## src/rtl/core/lfia_pkg.sv

```systemverilog
// Shared types and constants of the log-linear Fisher information accumulator.
`timescale 1ns / 1ps
`default_nettype none

package lfia_pkg;

   // Mantissa of the logarithm unit: Q1.30
   localparam int MANT_BITS     = 31;
   localparam int LOG_FRAC_BITS = 28;

   // ln 2 in Q.30
   localparam logic [29:0] LN2_Q30 = 30'd744261118;

   // Largest positive magnitude of a product term
   localparam logic [63:0] SAT63 = 64'h7FFF_FFFF_FFFF_FFFF;

   // Reset value of the slope register (1.0 in Q16.16)
   localparam logic [31:0] THETA_SLOPE_RESET = 32'd65536;

   // Product sequence, in issue order
   typedef enum logic [2:0] {
      OP_LOG_W,
      OP_GRAD_W,
      OP_LOG_SQ,
      OP_LOG_SQ_W,
      OP_LOG_GRAD,
      OP_LOG_GRAD_W,
      OP_GRAD_SQ,
      OP_GRAD_SQ_W
   } mul_op_type;

   typedef struct packed {
      logic       load;
      logic       flag_err;
      logic       start;
      logic       mul_go;
      mul_op_type op;
      logic       emit;
   } dp_cmd_type;

   typedef struct packed {
      logic c_pos;
      logic last;
      logic calc_done;
      logic mul_done;
      logic out_free;
   } dp_status_type;

endpackage

`default_nettype wire

```

## src/rtl/core/lfia_ctrl.sv

```systemverilog
// Controller state machine that sequences one request through the datapath.
`timescale 1ns / 1ps
`default_nettype none

module lfia_ctrl
   import lfia_pkg::*;
(
   input  wire logic          clock,
   input  wire logic          reset,
   input  wire logic          req_valid,
   output logic               req_stall,
   input  dp_status_type      status,
   output dp_cmd_type         cmd
);

   typedef enum logic [2:0] {
      S_IDLE,
      S_CHECK,
      S_CALC,
      S_MUL,
      S_EMIT
   } state_type;

   state_type  state_ff, state_in;
   mul_op_type op_ff, op_in;

   // Take a request only while idle
   assign req_stall = (state_ff != S_IDLE);

   // Next state and commands
   always_comb begin
      cmd      = '0;
      state_in = state_ff;
      op_in    = op_ff;
      unique case (state_ff)
         S_IDLE: begin
            if (req_valid) begin
               cmd.load = 1'b1;
               state_in = S_CHECK;
            end
         end
         S_CHECK: begin
            if (status.c_pos) begin
               cmd.start = 1'b1;
               state_in  = S_CALC;
            end else begin
               cmd.flag_err = 1'b1;
               state_in     = status.last ? S_EMIT : S_IDLE;
            end
         end
         S_CALC: begin
            if (status.calc_done) begin
               op_in      = OP_LOG_W;
               cmd.mul_go = 1'b1;
               cmd.op     = OP_LOG_W;
               state_in   = S_MUL;
            end
         end
         S_MUL: begin
            if (status.mul_done) begin
               if (op_ff == OP_GRAD_SQ_W) begin
                  state_in = status.last ? S_EMIT : S_IDLE;
               end else begin
                  op_in      = mul_op_type'(op_ff + 3'd1);
                  cmd.mul_go = 1'b1;
                  cmd.op     = op_in;
               end
            end
         end
         S_EMIT: begin
            if (status.out_free) begin
               cmd.emit = 1'b1;
               state_in = S_IDLE;
            end
         end
         default: state_in = S_IDLE;
      endcase
   end

   // Hold state
   always_ff @(posedge clock) begin
      if (reset) begin
         state_ff <= S_IDLE;
         op_ff    <= OP_LOG_W;
      end else begin
         state_ff <= state_in;
         op_ff    <= op_in;
      end
   end

endmodule

`default_nettype wire

```

## config.mk

```make
export PLATFORM = sky130hd
export DESIGN_NAME = lfia_ctrl
export DESIGN_NICKNAME = d
export VERILOG_FILES = /design/src/rtl/core/lfia_pkg.sv /design/src/rtl/core/lfia_ctrl.sv
export SDC_FILE = /design/constraint.sdc
export NUM_CORES = 1
export LEC_CHECK = 0
export BUFFER_PORTS_ARGS = -buffer_cell sky130_fd_sc_hd__buf_4
export CORE_AREA = 2 2 39 41
export DETAILED_ROUTE_END_ITERATION = 16
export DIE_AREA = 0 0 41 43
export PLACE_DENSITY = 0.61
export SYNTH_ARGS = -nofsm -noshare
export SYNTH_HDL_FRONTEND = slang
export SYNTH_SLANG_ARGS = --single-unit
```

## constraint.sdc

```tcl
create_clock -name clock -period 5 [get_ports clock]
set_clock_uncertainty 0.15 [all_clocks]
set_input_delay 0.75 -clock clock [delete_from_list [all_inputs] [get_ports clock]]
set_output_delay 0.75 -clock clock [all_outputs]
set_load 0.01 [all_outputs]
```

# After elaboration in Yosys (flattened, before gate mapping)
# Cells that the tools add are included.
# W data, S select, Z words.
classes:
  addsub: 1
  eq_ne: 11
  muxes: 23
  reduce_logical: 5
ops:
  columns: ["operator", "count"]
  rows:
  - ["$mux W3", 10]
  - ["$pmux W3 S5", 1]
  - ["$mux W4", 3]
  - ["$ne A2 B2 Y1 const B", 6]
  - ["$pmux W4 S2", 1]
  - ["$eq A3 B2 Y1 const B", 2]
  - ["$eq A3 B3 Y1 const B", 2]
  - ["$mux W1", 6]
  - ["$pmux W3 S2", 1]
  - ["$reduce_and A5 Y1", 1]
  - ["$reduce_and A4 Y1", 1]
  - ["$add A3 B1 Y3 const B", 1]
  - ["$eq A3 B1 Y1 const B", 1]
  - ["$logic_not A3 Y1", 1]
  - ["$reduce_bool A3 Y1", 1]
  - ["$mux W2", 1]
  - ["$reduce_bool A2 Y1", 1]
word_totals:
  register_bits: 6
  in_bits: 8
  out_inout_bits: 9

# Logic depth before layout (Yosys ltp)
depth:
  depth_word: 4
  mapped_depth: 5
  depth_no_buf: 5

# Worst setup path before layout
# No wires, ideal clock.
synth_timing:
  path_type: "register to output"
  startpoint: "register op_ff[0]"
  endpoint: "output cmd[2] in the netlist's numbering"
  arrival_ps: 1215
  setup_slack_ps: 2885
  stages_incl_launch_ff: 4
  path_buffers: 0
  path_cell_list: "dfxtp_1 > ha_1 > ha_1 > nor4_1"
synth_rtl:
  columns: ["item", "line_no", "source"]
  rows:
  - ["from (decl)", "lfia_ctrl.sv:25", "mul_op_type op_ff, op_in;"]
  - ["from (signal assigned)", "lfia_ctrl.sv:87", "op_ff <= op_in;"]
  - ["to (decl)", "lfia_ctrl.sv:13", "output dp_cmd_type cmd"]

==> run summary <==
The flow ran to the end, and the final reports show no timing, DRC or antenna violations. The share of total power in the clock network is 37.0%. The analysis attributes to net switching a power of 34.9 uW. The netlist area before placement is 459 sq um. The residual antenna-violating net count after detailed routing is 0. After detailed routing, the number of remaining DRC violations is 0. The share of synthesized flip-flops with an asynchronous set or reset came out at 0%. The pin count of the biggest net entering global routing came out at 14. For this run, the number of Yosys warnings is 0.

The congestion estimate from routability-driven global placement came to 0.714. The worst slew margin relative to its limit is 74.5%. After clock tree synthesis, the clock-pin slew on the worst setup and hold paths is 0.05 ns. TritonCTS built the clock tree. For this configuration, the core starts out at a cell density of 33.2%.

The cell sitting at the root of the clock tree is a sky130_fd_sc_hd__clkbuf_4. The number of diodes came out at 0. The number of global-route vias before repair came out at 409. The first-pass GRT wire length came out at 1.59 mm.

STA classifies the critical path startpoint as a flip-flop. The internal cell power came out at 91.2 uW. In this run, the number of DRC markers left after iteration 0 of detailed routing was 6. The average instance in the mapped netlist occupies 7.92 sq um.

The count of distinct cell types in the synthesized netlist came out at 28. The number of buffers added for setup after CTS is 0. The first detailed-routing pass ran for 2 iterations.

The clock sink count is 6. The final-report max-slew violation count was 0. On the worst path, the slowest cell contributes a delay of 0.34 ns. The endpoint kind of the worst setup timing path is a primary output.

The relative area change from synthesis to final layout is 29.4%. In this run the tool buffered the top-level ports with 16 buffer cells. The ratio of cells with drive above 1 in the final layout came out at 31.5%. The worst path in the final design needs a cycle of 2.41 ns, including I/O delays and setup.

The worst slack after detailed placement is 2.75 ns. The final-report hold violation count is 0. The die height is 43 microns.

The clock tree buffer depth is 2. Once placement finished, the instance area stood at 572 sq um. The count of flip-flops with a built-in enable after synthesis is 0. Of all cell types, the one taking the most synthesized area is sky130_fd_sc_hd__dfxtp_1. The slowest stage of the critical path is the sky130_fd_sc_hd__dfxtp_1 cell. The floorplan has 14 rows. In the post-synthesis netlist, the biggest area contributors are sky130_fd_sc_hd__dfxtp_1 (26%), sky130_fd_sc_hd__ha_1 (8.2%), sky130_fd_sc_hd__inv_1 (6.5%), sky130_fd_sc_hd__o32ai_1 (5.7%), sky130_fd_sc_hd__and3_1 (4.1%). The cell family contributing the most delay on the critical path is adder cells. The clock latency on the worst-skew pair is 0.25 ns. The fraction of power spent switching nets came out at 27.7%. The setup TNS is 0 ns.

The part of the cycle the worst path needs came out at 48.3%. The portion of total power attributed to sequential cells is 42.7%. Counting stages on the worst path, the most repeated cell is sky130_fd_sc_hd__ha_1. The total power after layout is 126 uW. For this run, the total global-route usage over all layers was measured as 13.4%.

With fillers left out, the area of the finished cells amounts to 594 sq um. The number of synthesized register bits came out at 6. The critical path class is flip-flop to primary output.

STA puts the critical path data required time at 4.10 ns. Power spread over the standard cell area amounts to 212 nW/um^2. Among all flip-flop cells after synthesis, the most frequent one is sky130_fd_sc_hd__dfxtp_1. In this run the number of H-tree levels came out at 1. The final setup violation count is 0. Together, buffers and inverters on the worst path number 1. The number of gates resized after CTS was 0. The CTS buffer count came out at 3. The cell count after synthesis is 58.

The total half-perimeter wirelength after legalization and detailed placement is 762 microns. The area enclosed by the die boundary is 1760 sq um. Wires add up to 992 microns. The highest clock frequency the design can meet came out at 414 MHz. Setup repair after global routing left no endpoint under its margin.

The number of nets in the synthesized netlist is 69. The floorplan step set the die width to 41 microns. The average detailed-routed wire length per instance is 11.1 microns. The global-route congestion overflow total came out at 0. At the worst endpoint, the arrival time is 1.51 ns.

The total leakage power came out at 0.000271 uW. In this run the worst path has a maximum fanout of 5. Traced cell by cell, the critical path runs through ha_1 > ha_1 > nor4_1 > buf_4.

In this run the register-to-register setup slack is 3.28 ns. The share of Yosys cell area claimed by the top area cell type is 26.2%. The hold buffer count at CTS is 0. After detailed routing, the number of vias per cell comes to 5.22. The transition time of the tightest slew-check pin came out at 0.383 ns. The share of total power in combinational logic is 20.4%.

The max-capacitance violation count is 0. The worst path meets setup with 2.59 ns of slack. The post-synthesis sequential area ratio came out at 26.2%. The standard cell core area came out at 1380 sq um. The number of vias in the routed layout is 465. In this run the worst hold path is classified as flip-flop to flip-flop. The net count of the finished layout is 86. 17 I/O pins were placed. The final core utilization came out at 42.9%. The initial antenna violation count is 0.

The worst ir drop on vdd came out at 0.000103 V.
-- per-layer routing --
layer  global-route usage (%)  wire length [microns]  vias up
li1                         -                      -      240
met1                     16.5                    460      210
met2                     19.1                    452       15
met3                     4.71                     79        0
met4                     8.00                      0        0
met5                        0                      0        -
-- cell families (layout without fill, tap and decap cells) --
family	after synthesis	after routing	share of synthesized area, %
simple gates	25	25	32.2
buf+inv	12	27	12.5
compound gates	11	11	18.8
flops	6	6	26.2
fa+ha+maj	3	3	8.18
mux	1	1	2.18
-- Yosys cell counts, types with 2 or more instances --
| library cell | number |
|---|---|
| sky130_fd_sc_hd__inv_1 | 8 |
| sky130_fd_sc_hd__dfxtp_1 | 6 |
| sky130_fd_sc_hd__nor2_1 | 5 |
| sky130_fd_sc_hd__and3_1 | 3 |
| sky130_fd_sc_hd__ha_1 | 3 |
| sky130_fd_sc_hd__nand2_1 | 3 |
| sky130_fd_sc_hd__nor3_1 | 3 |
| sky130_fd_sc_hd__o32ai_1 | 3 |
| sky130_fd_sc_hd__or3_1 | 3 |
| sky130_fd_sc_hd__a21oi_1 | 2 |
| sky130_fd_sc_hd__nor4_1 | 2 |
-- state kept, by name (all words and copies together) (netlist names) --
name      flops
op_ff         3
state_ff      3
-- metrics by stage --
step                      std cells  hold WS (ns)
after global routing             89         0.366
after floorplan                  58         0.308
after CTS                        89         0.349
after global placement           86         0.328
final                            89         0.343
after detailed placement         86         0.334
-- cells in the final DEF, fill, tap and decap left out, types with 2 or more instances in the layout --
cell,Yosys,routed
sky130_fd_sc_hd__a21oi_1,2,2
sky130_fd_sc_hd__and3_1,3,3
sky130_fd_sc_hd__buf_4,1,16
sky130_fd_sc_hd__clkbuf_4,0,3
sky130_fd_sc_hd__dfxtp_1,6,6
sky130_fd_sc_hd__ha_1,3,3
sky130_fd_sc_hd__inv_1,8,8
sky130_fd_sc_hd__nand2_1,3,3
sky130_fd_sc_hd__nor2_1,5,5
sky130_fd_sc_hd__nor3_1,3,3
sky130_fd_sc_hd__nor4_1,2,2
sky130_fd_sc_hd__o32ai_1,3,3
sky130_fd_sc_hd__or3_1,3,3
-- tightest hold or removal path: cells and delay by family, from the launching register on --
| kind | cells | cell delay [ns] |
|---|---|---|
| AOI/OAI and AO/OA | 1 | 0.08 |
| buffers and inverters | 1 | 0.05 |
| DFF | 1 | 0.31 |
-- power groups by stage --
stage	Combinational, uW	Clock (uW)	Sequential [uW]
after floorplan	18.7	0	51.5
after global placement	25.7	0	54.6
after detailed placement	26.0	0	54.6
after CTS	26.0	48.3	53.6
after global routing	28.7	50.2	54.3
final	25.7	46.6	53.8
-- area by class of cell --
cell class	instances	area [sq um]
inverters	8	30.0
repair buffers	16	120
clock buffers	3	22.5
flip-flops and latches	6	120
multi-input cells	40	282
well taps	16	20.0
fillers	158	790
-- path summary, 6_finish.rpt --
check,startpoint,to,cells after the start
worst max-delay path,op_ff[0],cmd[1],4
worst max register to register,op_ff[0],op_ff[0],5
worst min register to register,op_ff[1],op_ff[1],2
worst min-delay path,op_ff[1],op_ff[1],2
Note: power is estimated with default switching activity, not from simulation.
